### src/rtl/pfau_pkg.sv
// ----------------------------------------------------------------------------
// pfau_pkg: shared constants and types of the prime field arithmetic unit
// Operation codes, field width and the reset modulus.
// ----------------------------------------------------------------------------
`default_nettype none
package pfau_pkg;
  localparam int unsigned Width = 16;
  localparam int unsigned CntW = $clog2(Width + 1);
  localparam logic [Width-1:0] ResetModulus = Width'(137);

  typedef enum logic [2:0] {
    OP_ADD = 3'd0,
    OP_SUB = 3'd1,
    OP_MUL = 3'd2,
    OP_DIV = 3'd3,
    OP_POW = 3'd4,
    OP_INV = 3'd5
  } op_e;

  typedef struct packed {
    logic start;
    logic busy;
  } mm_ctl_t;
endpackage
`default_nettype wire

### src/rtl/prime_field_arith_unit.sv
// ----------------------------------------------------------------------------
// prime_field_arith_unit: modular arithmetic over Z_p
// Add, subtract, multiply, divide, power and inverse modulo a configured prime.
// ----------------------------------------------------------------------------
// Usage: write the prime into the modulus register via cfg_we_i/cfg_wdata_i
// while idle (reset value 137). Present an item on in_valid_i/in_ready_o with
// req_type_i, operand_a_i, operand_b_i. One result per item comes out on
// out_valid_o/out_ready_i.
// Both operands are first reduced by a restoring bit-serial divider, one
// after the other. Add and subtract are then computed in the dispatch state.
// Each multiply runs a start step, Width bit steps and a done step. Power scans
// the exponent LSB first, two multiplies per set exponent bit; inverse and
// divide use exponent p-2, divide adds one more multiply. Worst case is a
// power with an all-ones exponent. One item is in work at a time; the
// result register holds until taken and the next item waits for it.
// Reset clears the control state and restores the modulus to 137.
// ----------------------------------------------------------------------------
`default_nettype none
module prime_field_arith_unit import pfau_pkg::*; (
  input  wire logic             clk_i,
  input  wire logic             rst_ni,
  input  wire logic             cfg_we_i,
  input  wire logic [Width-1:0] cfg_wdata_i,
  input  wire logic             in_valid_i,
  output logic                  in_ready_o,
  input  wire logic [2:0]       req_type_i,
  input  wire logic [Width-1:0] operand_a_i,
  input  wire logic [Width-1:0] operand_b_i,
  output logic                  out_valid_o,
  input  wire logic             out_ready_i,
  output logic [Width-1:0]      result_o
);
  localparam logic [3:0] S_IDLE = 4'd0, S_RED = 4'd1, S_DISP = 4'd2,
    S_PMUL = 4'd3, S_PSQ = 4'd4, S_DMUL = 4'd5, S_OUT = 4'd6, S_MUL = 4'd7;

  logic [3:0]       st_q, st_d;
  logic [Width-1:0] p_q, res_q, res_d;
  logic [2:0]       op_q, op_d;
  logic [Width-1:0] a_q, a_d, b_q, b_d, braw_q, braw_d;
  logic [Width-1:0] acc_q, acc_d, base_q, base_d, ex_q, ex_d;
  logic [Width-1:0] rem_q, rem_d, sh_q, sh_d;
  logic [CntW-1:0]  cnt_q, cnt_d;
  logic             ph_q, ph_d;
  logic             mb_q, mb_d;
  logic [Width:0]   trial, sum;
  mm_ctl_t          mctl;
  logic [Width-1:0] mx, my, mprod;
  logic             mdone;

  pfau_modmul u_mul (
    .clk_i, .rst_ni, .ctl_i(mctl), .x_i(mx), .y_i(my), .p_i(p_q),
    .done_o(mdone), .prod_o(mprod)
  );

  always_comb begin
    st_d = st_q; res_d = res_q; op_d = op_q; a_d = a_q; b_d = b_q;
    braw_d = braw_q; acc_d = acc_q; base_d = base_q; ex_d = ex_q;
    rem_d = rem_q; sh_d = sh_q; cnt_d = cnt_q; ph_d = ph_q; mb_d = mb_q;
    mctl = '0; mx = acc_q; my = base_q;
    trial = {rem_q, sh_q[Width-1]};
    sum = '0;
    unique case (st_q)
      S_IDLE: if (in_valid_i) begin
        op_d = req_type_i; braw_d = operand_b_i;
        rem_d = '0; sh_d = operand_a_i; cnt_d = CntW'(Width); ph_d = 1'b0;
        st_d = (p_q < Width'(2)) ? S_OUT : S_RED;
        res_d = '0;
      end
      S_RED: begin
        // restoring division step, one bit per cycle
        if (trial >= {1'b0, p_q}) trial = trial - {1'b0, p_q};
        rem_d = trial[Width-1:0];
        sh_d = {sh_q[Width-2:0], 1'b0};
        cnt_d = cnt_q - 1'b1;
        if (cnt_q == CntW'(1)) begin
          if (!ph_q) begin
            a_d = trial[Width-1:0]; ph_d = 1'b1; rem_d = '0;
            sh_d = braw_q; cnt_d = CntW'(Width);
          end else begin
            b_d = trial[Width-1:0]; st_d = S_DISP;
          end
        end
      end
      S_DISP: begin
        acc_d = (p_q == Width'(1)) ? '0 : Width'(1);
        mb_d = 1'b0;
        unique case (op_q)
          OP_ADD: begin
            sum = {1'b0, a_q} + {1'b0, b_q};
            if (sum >= {1'b0, p_q}) sum = sum - {1'b0, p_q};
            res_d = sum[Width-1:0]; st_d = S_OUT;
          end
          OP_SUB: begin
            sum = {1'b0, a_q} + {1'b0, p_q} - {1'b0, b_q};
            if (sum >= {1'b0, p_q}) sum = sum - {1'b0, p_q};
            res_d = sum[Width-1:0]; st_d = S_OUT;
          end
          OP_MUL: begin
            mctl.start = 1'b1; mctl.busy = 1'b1;
            mx = a_q; my = b_q; st_d = S_MUL;
          end
          OP_POW: begin
            base_d = a_q; ex_d = braw_q; st_d = S_PMUL;
          end
          OP_INV, OP_DIV: begin
            base_d = (op_q == OP_INV) ? a_q : b_q;
            ex_d = p_q - Width'(2);
            if (base_d == '0) begin
              res_d = '0; st_d = S_OUT;
            end else st_d = S_PMUL;
          end
          default: begin
            res_d = '0; st_d = S_OUT;
          end
        endcase
      end
      S_MUL: begin
        // hold the multiplicand while the multiplier runs
        mx = a_q;
        mctl.busy = 1'b1;
        if (mdone) begin
          res_d = mprod; st_d = S_OUT;
        end
      end
      S_PMUL: begin
        // multiply step of the square-and-multiply loop; also passes clear exponent bits on and ends the loop
        if (ex_q == '0) begin
          if (op_q == OP_DIV) begin
            mctl.start = 1'b1; mctl.busy = 1'b1;
            mx = a_q; my = acc_q; st_d = S_DMUL;
          end else begin
            res_d = acc_q; st_d = S_OUT;
          end
        end else if (!ex_q[0]) begin
          st_d = S_PSQ; mb_d = 1'b0;
        end else if (!mb_q) begin
          mctl.start = 1'b1; mctl.busy = 1'b1; mb_d = 1'b1;
        end else begin
          mctl.busy = 1'b1;
          if (mdone) begin
            acc_d = mprod; st_d = S_PSQ; mb_d = 1'b0;
          end
        end
      end
      S_PSQ: begin
        mx = base_q; my = base_q;
        if (!mb_q) begin
          mctl.start = 1'b1; mctl.busy = 1'b1; mb_d = 1'b1;
        end else begin
          mctl.busy = 1'b1;
          if (mdone) begin
            base_d = mprod; ex_d = ex_q >> 1; mb_d = 1'b0; st_d = S_PMUL;
          end
        end
      end
      S_DMUL: begin
        mx = a_q;
        mctl.busy = 1'b1;
        if (mdone) begin
          res_d = mprod; st_d = S_OUT;
        end
      end
      S_OUT: if (out_ready_i) st_d = S_IDLE;
      default: st_d = S_IDLE;
    endcase
  end

  always_ff @(posedge clk_i or negedge rst_ni) begin
    if (!rst_ni) begin
      st_q <= S_IDLE; p_q <= ResetModulus; mb_q <= 1'b0;
      ph_q <= 1'b0; cnt_q <= '0;
    end else begin
      st_q <= st_d; mb_q <= mb_d; ph_q <= ph_d; cnt_q <= cnt_d;
      if (cfg_we_i) p_q <= cfg_wdata_i;
    end
  end
  always_ff @(posedge clk_i) begin
    res_q <= res_d; op_q <= op_d; a_q <= a_d; b_q <= b_d; braw_q <= braw_d;
    acc_q <= acc_d; base_q <= base_d; ex_q <= ex_d; rem_q <= rem_d; sh_q <= sh_d;
  end

  assign in_ready_o  = (st_q == S_IDLE);
  assign out_valid_o = (st_q == S_OUT);
  assign result_o    = res_q;

`ifndef NO_ASSERTIONS
  a_no_overlap: assert property (@(posedge clk_i) disable iff (!rst_ni)
    !(in_ready_o && out_valid_o)) else $error("ready while result pending");
  a_res_below_p: assert property (@(posedge clk_i) disable iff (!rst_ni)
    out_valid_o && p_q >= Width'(2) |-> result_o < p_q) else $error("result not reduced");
  a_hold: assert property (@(posedge clk_i) disable iff (!rst_ni)
    out_valid_o && !out_ready_i |=> out_valid_o && $stable(result_o))
    else $error("result dropped");
`endif
endmodule
`default_nettype wire

### src/rtl/pfau_modmul.sv
// ----------------------------------------------------------------------------
// pfau_modmul: bit-serial modular multiplier
// Computes x*y mod p by MSB-first double-and-add, one bit of y per cycle.
// Inputs x, y must already be below p.
// ----------------------------------------------------------------------------
`default_nettype none
module pfau_modmul import pfau_pkg::*; (
  input  wire logic             clk_i,
  input  wire logic             rst_ni,
  input  wire mm_ctl_t          ctl_i,
  input  wire logic [Width-1:0] x_i,
  input  wire logic [Width-1:0] y_i,
  input  wire logic [Width-1:0] p_i,
  output logic                  done_o,
  output logic [Width-1:0]      prod_o
);
  logic [Width-1:0] acc_q, acc_d, y_q, y_d;
  logic [CntW-1:0]  cnt_q, cnt_d;
  logic             run_q, run_d;
  logic [Width:0]   dbl, dblr, add;

  always_comb begin
    dbl  = {acc_q, 1'b0};
    dblr = (dbl >= {1'b0, p_i}) ? dbl - {1'b0, p_i} : dbl;
    add  = dblr + (y_q[Width-1] ? {1'b0, x_i} : '0);
    if (add >= {1'b0, p_i}) add = add - {1'b0, p_i};
    acc_d = acc_q; y_d = y_q; cnt_d = cnt_q; run_d = run_q;
    if (ctl_i.start) begin
      acc_d = '0; y_d = y_i; cnt_d = CntW'(Width); run_d = 1'b1;
    end else if (run_q) begin
      acc_d = add[Width-1:0];
      y_d   = {y_q[Width-2:0], 1'b0};
      cnt_d = cnt_q - 1'b1;
      if (cnt_q == CntW'(1)) run_d = 1'b0;
    end
  end

  always_ff @(posedge clk_i or negedge rst_ni) begin
    if (!rst_ni) begin
      run_q <= 1'b0; cnt_q <= '0;
    end else begin
      run_q <= run_d; cnt_q <= cnt_d;
    end
  end
  always_ff @(posedge clk_i) begin
    acc_q <= acc_d; y_q <= y_d;
  end

  assign done_o = ctl_i.busy && !run_q && !ctl_i.start;
  assign prod_o = acc_q;
endmodule
`default_nettype wire

### config.mk
export PLATFORM = sky130hd
export DESIGN_NAME = prime_field_arith_unit
export DESIGN_NICKNAME = d
export VERILOG_FILES = /design/src/rtl/pfau_pkg.sv /design/src/rtl/prime_field_arith_unit.sv /design/src/rtl/pfau_modmul.sv
export SDC_FILE = /design/constraint.sdc
export NUM_CORES = 1
export LEC_CHECK = 0
export CELL_PAD_IN_SITES_DETAIL_PLACEMENT = 1
export CELL_PAD_IN_SITES_GLOBAL_PLACEMENT = 1
export CORE_MARGIN = 5
export CORE_UTILIZATION = 25
export CTS_CLUSTER_SIZE = 14
export DETAILED_ROUTE_END_ITERATION = 12
export DONT_BUFFER_PORTS = 1
export GPL_TIMING_DRIVEN = 0
export HOLD_SLACK_MARGIN = 0.1
export PLACE_DENSITY = 0.56
export SLEW_MARGIN = 25
export SYNTH_ARGS = -nofsm -noshare
export SYNTH_HDL_FRONTEND = slang
export SYNTH_SLANG_ARGS = --single-unit
### constraint.sdc
create_clock -name clk_i -period 7.1 [get_ports clk_i]
set_input_delay 1.065 -clock clk_i [delete_from_list [all_inputs] [get_ports clk_i]]
set_output_delay 1.065 -clock clk_i [all_outputs]
set_load 0.1 [all_outputs]
==> impl_metrics.csv, run 1 <==
group,metric,value,unit
timing,finalClockSkew,0.0237,ns
timing,worst_slack,0.401,ns
synthesis,synth-compound-area-share,0.211,
synthesis,synth_edf_count,163,
routing,ant_nets,0,
synthesis,syn_area,0.0168,mm^2
global_route,grt.total_usage,0.182,
synthesis,syn_area_per_cell,9.24,um^2
timing,max_freq,0.149,GHz
routing,firstDrtPassIters,8,
routing,vias_per_cell,5.37,
synthesis,synthSimpleGateAreaFrac,0.150,
clocking,cts_tree,"yes",
worst_setup_path,crit_path_end,"u_mul.prod_o[14]",
timing,slew_violations,0,
clocking,cts_buffer_depth,3,
worst_setup_path,critical_path.slowest_cell,"dfstp_2",
timing,finalCritPeriodShare,0.943,
synthesis,yosysWarnings,0,
floorplan,core_area,0.0670,mm^2
synthesis,synth_seq_cells,211,
clocking,clk_latency,0.59,ns
finish,final_core_util,0.289,
synthesis,async_flop_share,0.152,
finish,area_growth,15.1,%
floorplan,die_h,270,um
global_route,grt_pass1_wl,101000,um
routing,wire_per_inst,25.0,um
floorplan,core.rowCount,95,
synthesis,synth_ff_type,"edfxtp_1",
timing,worst_pin_slew,1.07,ns
routing,drc,0,
global_route,grt_pass1_vias,15425,
clocking,cts_buffers,27,
routing,vias,14875,
worst_hold_path,hold_class,"in -> async",
finish,antenna_cells,0,
floorplan,start_util,0.251,
clocking,cts_hold_buf,0,
worst_setup_path,ff2ff_setup_slack,0.40,ns
synthesis,synth_fa_ha_area_frac,0.126,
worst_setup_path,cpPeakStageDelay,0.58,ns
clocking,cts-root-buf,"clkbuf_16",
placement,gp_congestion,0.876,
timing,finalSetupViolCount,0,
routing,drt-initial-drc-count,1094,
worst_setup_path,cp_data_arrival_time,7.19,ns
timing,period_minus_slack,6.70,ns
worst_setup_path,r2r_cells,26,
placement,io_buffers,0,
global_route,antenna_found_initial,3,
run,cap_violations,0,
clocking,h-tree-depth,1,
synthesis,synth_xor_area_frac,0.0619,
run_status,outcome,"finished, final reports clean",
worst_setup_path,required,7.59,ns
finish,final_layout_size_suffix_gt1_frac,0.0937,
placement,dpl.hpwl,51600,um
worst_setup_path,path_max_fanout,10,
global_route,grt_overflow,0,
routing,wirelength,69300,um
worst_setup_path,rr_endpoint,"u_mul.prod_o[14]",
worst_setup_path,regToRegStartpoint,"p_q[7]",
finish,final_cell_mix,"edfxtp_1, nand2_1, a21oi_1, o21ai_0",
floorplan,dieArea,0.0727,mm^2
clocking,clk_pin_slew,0.06,ns
finish,final_common_cell,"edfxtp_1",
synthesis,syn-num-nets,2035,
synthesis,synthCells,1823,
placement,place_ws,-1.24,ns
worst_setup_path,endpoint_kind,"flop",
global_route,grt_max_degree,33,
synthesis,synth_cell_types,83,
floorplan,io_pins,74,
synthesis,synth_top_family_by_area,"compound AO/OA/AOI/OAI gates",
clocking,numClockSinks,211,
timing,hold_viol,0,
finish,fill_cells,7898,
timing,relSlewSlack,0.283,
floorplan,die_w,270,um
synthesis,yosysSeqAreaShare,0.357,
worst_setup_path,cp-start-kind,"flop",
synthesis,muxShareOfSynthArea,0.0536,
worst_setup_path,critPathKind,"reg -> reg",
finish,nets,2090,
worst_setup_path,crit_start,"p_q[7]",
Yosys cell counts (30+ instances only):
library cell	count	area [um^2]
clkbuf_1	53	199
a22oi_1	30	225
mux2i_1	53	531
xnor2_1	84	736
a21oi_1	142	711
a31oi_1	31	194
xor2_1	35	307
o21ai_0	140	701
inv_1	107	402
nor2_1	131	492
ha_1	133	1660
nand2_1	159	597
nand3_1	33	165
a21o_1	44	330
edfxtp_1	163	4890
state kept, by name, summed over array words and instances (netlist names), 3 cells and up:
| name | cells |
|---|---|
| a_q | 16 |
| st_q | 3 |
| u_mul.y_q | 16 |
| u_mul.cnt_q | 5 |
| cnt_q | 5 |
| sh_q | 16 |
| base_q | 16 |
| rem_q | 16 |
| b_q | 16 |
| acc_q | 16 |
| p_q | 16 |
| ex_q | 16 |
| result_o | 16 |
| u_mul.prod_o | 16 |
| braw_q | 16 |
| op_q | 3 |
worst max-delay path: cells and delay by family (launching register included):
family                     cells  cell delay [ns]
xor gates and xnor gates       2             0.39
adders and majority gates      3             1.13
buffers and inverters          2             0.39
muxes                          2             0.68
and+or+nand+nor                5             0.85
AOI/OAI and AO/OA             12             2.55
DFF                            1             0.58
worst min-delay path by stage:
stage,to,startpoint
finish,p_q[4],rst_ni
global route,u_mul.cnt_q[4],rst_ni
CTS,u_mul.cnt_q[4],rst_ni
detailed placement,u_mul.cnt_q[4],u_mul.cnt_q[4]
global placement,u_mul.cnt_q[4],u_mul.cnt_q[4]
floorplan,u_mul.cnt_q[4],u_mul.cnt_q[4]
per-stage QoR:
step	TNS (ns)	instances	hold WS, ns	cell area, um^2
final	0	2772	0.172	19400
after global routing	-0.00126	2772	0.127	19400
after CTS	0	2768	0.131	19300
after detailed placement	-16.07	2703	0.527	18100
after global placement	-15.24	2696	0.516	17900
after floorplan	0	1823	0.489	16800
repair_timing:
action,CTS,global route
gates resized for setup,24,20
pin swaps,1,1
setup buffers,15,4
endpoints found under the setup margin,16,16
layout make-up:
cell class,instances,area (um^2),share of cell area
Timing Repair Buffer,26,254,0.0131
Inverter,107,454,0.0234
Buffer,66,292,0.0150
Tap cell,873,1090,0.0564
Sequential cell,211,6020,0.311
Clock inverter,19,295,0.0152
Clock buffer,31,711,0.0367
Multi-Input combinational cell,1439,10300,0.530
layer usage:
layer | global-route usage | vias up | wire length, um
met1 | 0.246 | 7566 | 31200
met3 | 0.0315 | 91 | 4040
met5 | 0 | - | 17
met4 | 0.0438 | 2 | 1800
met2 | 0.306 | 349 | 32200
li1 | - | 6867 | -
cell families after synthesis:
family / after synthesis
compound gates: 560
buf+inv: 173
xor+xnor: 119
simple gates: 518
mux: 86
flops: 211
fa+ha+maj: 156
Power of run 1 is left out: the tool's default activity adds up to more than one toggle a clock period on the data nets, which glitch-free logic cannot reach.
==> inputs of run 2 (changes only) <==
- CTS_BUF_LIST: default -> sky130_fd_sc_hd__clkbuf_4 sky130_fd_sc_hd__clkbuf_8
==> impl_metrics.csv, run 2 (synthesis gave the netlist of run 1 again) <==
group,metric,value,unit
clocking,cts-root-buf,"clkbuf_8",
floorplan,start_util,0.251,
clocking,cts_tree,"yes",
worst_setup_path,cp_common_cell,"a21o_1",
finish,multi_input_area,0.0103,mm^2
global_route,grt_pass1_vias,15532,
worst_setup_path,cp-start-kind,"flop",
timing,relSlewSlack,0.302,
global_route,met1_usage,0.246,
finish,fill_cells,7934,
routing,vias,15039,
floorplan,die_h,270,um
routing,drc,0,
placement,place_inst,2703,
floorplan,io_pins,74,
worst_setup_path,critical_path.slowest_cell,"dfrtp_1",
placement,dpl.hpwl,51600,um
worst_setup_path,cpPeakStageDelay,0.50,ns
finish,ff_latch_area,0.00602,mm^2
worst_setup_path,path_max_fanout,10,
placement,io_buffers,0,
timing,worst_slack,0.395,ns
routing,firstDrtPassIters,8,
global_route,grt_pass1_wl,102000,um
finish,final_layout_size_suffix_gt1_frac,0.103,
routing,vias_per_cell,5.37,
worst_setup_path,required,7.65,ns
clocking,clk_latency,0.65,ns
global_route,use_met2,0.314,
timing,hold_viol,0,
worst_hold_path,hold_class,"in -> async",
worst_setup_path,critPathKind,"reg -> reg",
finish,finalNonFillerCells,2801,
finish,final_cell_mix,"edfxtp_1, nand2_1, a21oi_1, o21ai_0, nor2_1",
timing,finalCritPeriodShare,0.944,
timing,slew_violations,0,
global_route,grt_overflow,0,
run,cap_violations,0,
timing,max_freq,0.149,GHz
floorplan,core.rowCount,95,
floorplan,die_w,270,um
finish,area_growth,14.4,%
global_route,grt.total_usage,0.185,
finish,antenna_cells,0,
floorplan,dieArea,0.0727,mm^2
run_status,outcome,"finished, final reports clean",
clocking,clk_pin_slew,0.08,ns
floorplan,core_area,0.0670,mm^2
clocking,cts_buffer_depth,3,
timing,finalSetupViolCount,0,
worst_setup_path,worst-path-buf-inv,2,
timing,period_minus_slack,6.71,ns
clocking,h-tree-depth,2,
worst_setup_path,cp_top_family,"compound AO/OA/AOI/OAI gates",
timing,finalClockSkew,0.0632,ns
routing,wire_per_inst,25.0,um
worst_setup_path,cp_data_arrival_time,7.26,ns
global_route,antenna_found_initial,3,
timing,worst_pin_slew,1.04,ns
clocking,cts_buffers,42,
clocking,numClockSinks,211,
global_route,top_usage_layer,"met2",
global_route,grtUsageMet3,0.0343,
global_route,grt_max_degree,30,
routing,wirelength,70000,um
placement,place_ws,-1.24,ns
routing,drt-initial-drc-count,1310,
finish,nets,2106,
routing,ant_nets,0,
timing,tns,0,ns
finish,final_common_cell,"edfxtp_1",
placement,gp_congestion,0.876,
worst_setup_path,endpoint_kind,"flop",
## run 2: cell types whose count changed in the layout (fill, tap and decap cells not counted), sizes merged
cell,change
clkinvlp,-2
clkinv,+15
bufinv,-5
clkbuf,+19
buf,+3
inv,-1
## run 2: through the flow
step	utilization	instance area (um^2)	hold slack (ns)
after global placement	0.268	17900	0.516
after CTS	0.286	19200	0.197
after floorplan	-	16800	0.489
after detailed placement	0.270	18100	0.527
final	0.287	19300	0.251
after global routing	0.287	19300	0.218
## run 2: final timing paths
kind / end / depth (start not counted) / slack [ns] / start
max reg2reg: u_mul.prod_o[14] / 25 / 0.39 / st_q[0]
max: u_mul.prod_o[14] / 25 / 0.39 / st_q[0]
min: st_q[0] / 1 / 0.25 / rst_ni
max in group asynchronous: u_mul.cnt_q[0] / 1 / 6.65 / rst_ni
min in group clk_i: op_q[0] / 0 / 0.51 / req_type_i[0]
min reg2reg: u_mul.cnt_q[4] / 2 / 0.55 / u_mul.cnt_q[4]
## run 2: layout make-up
cell class,count,share of cell area
Multi-Input combinational cell,1439,0.533
Sequential cell,211,0.313
Tap cell,873,0.0567
Clock buffer,52,0.0346
Inverter,107,0.0236
Timing Repair Buffer,29,0.0150
Buffer,64,0.0147
Clock inverter,26,0.00994
## run 2: layer usage
layer | part of all wire | vias to the layer above
li1 | - | 6901
met1 | 0.44 | 7633
met2 | 0.47 | 414
met3 | 0.062 | 91
met4 | 0.024 | 0
met5 | 0 | -
## run 2: timing repair
item	4_1_cts	5_1_grt
setup endpoints to repair	16	16
buffers inserted	15	6
endpoints found under the hold margin	29	0
pin swaps	1	4
gates resized for setup	24	19
hold buffers	1	0
Power of run 2 is left out for the same reason.
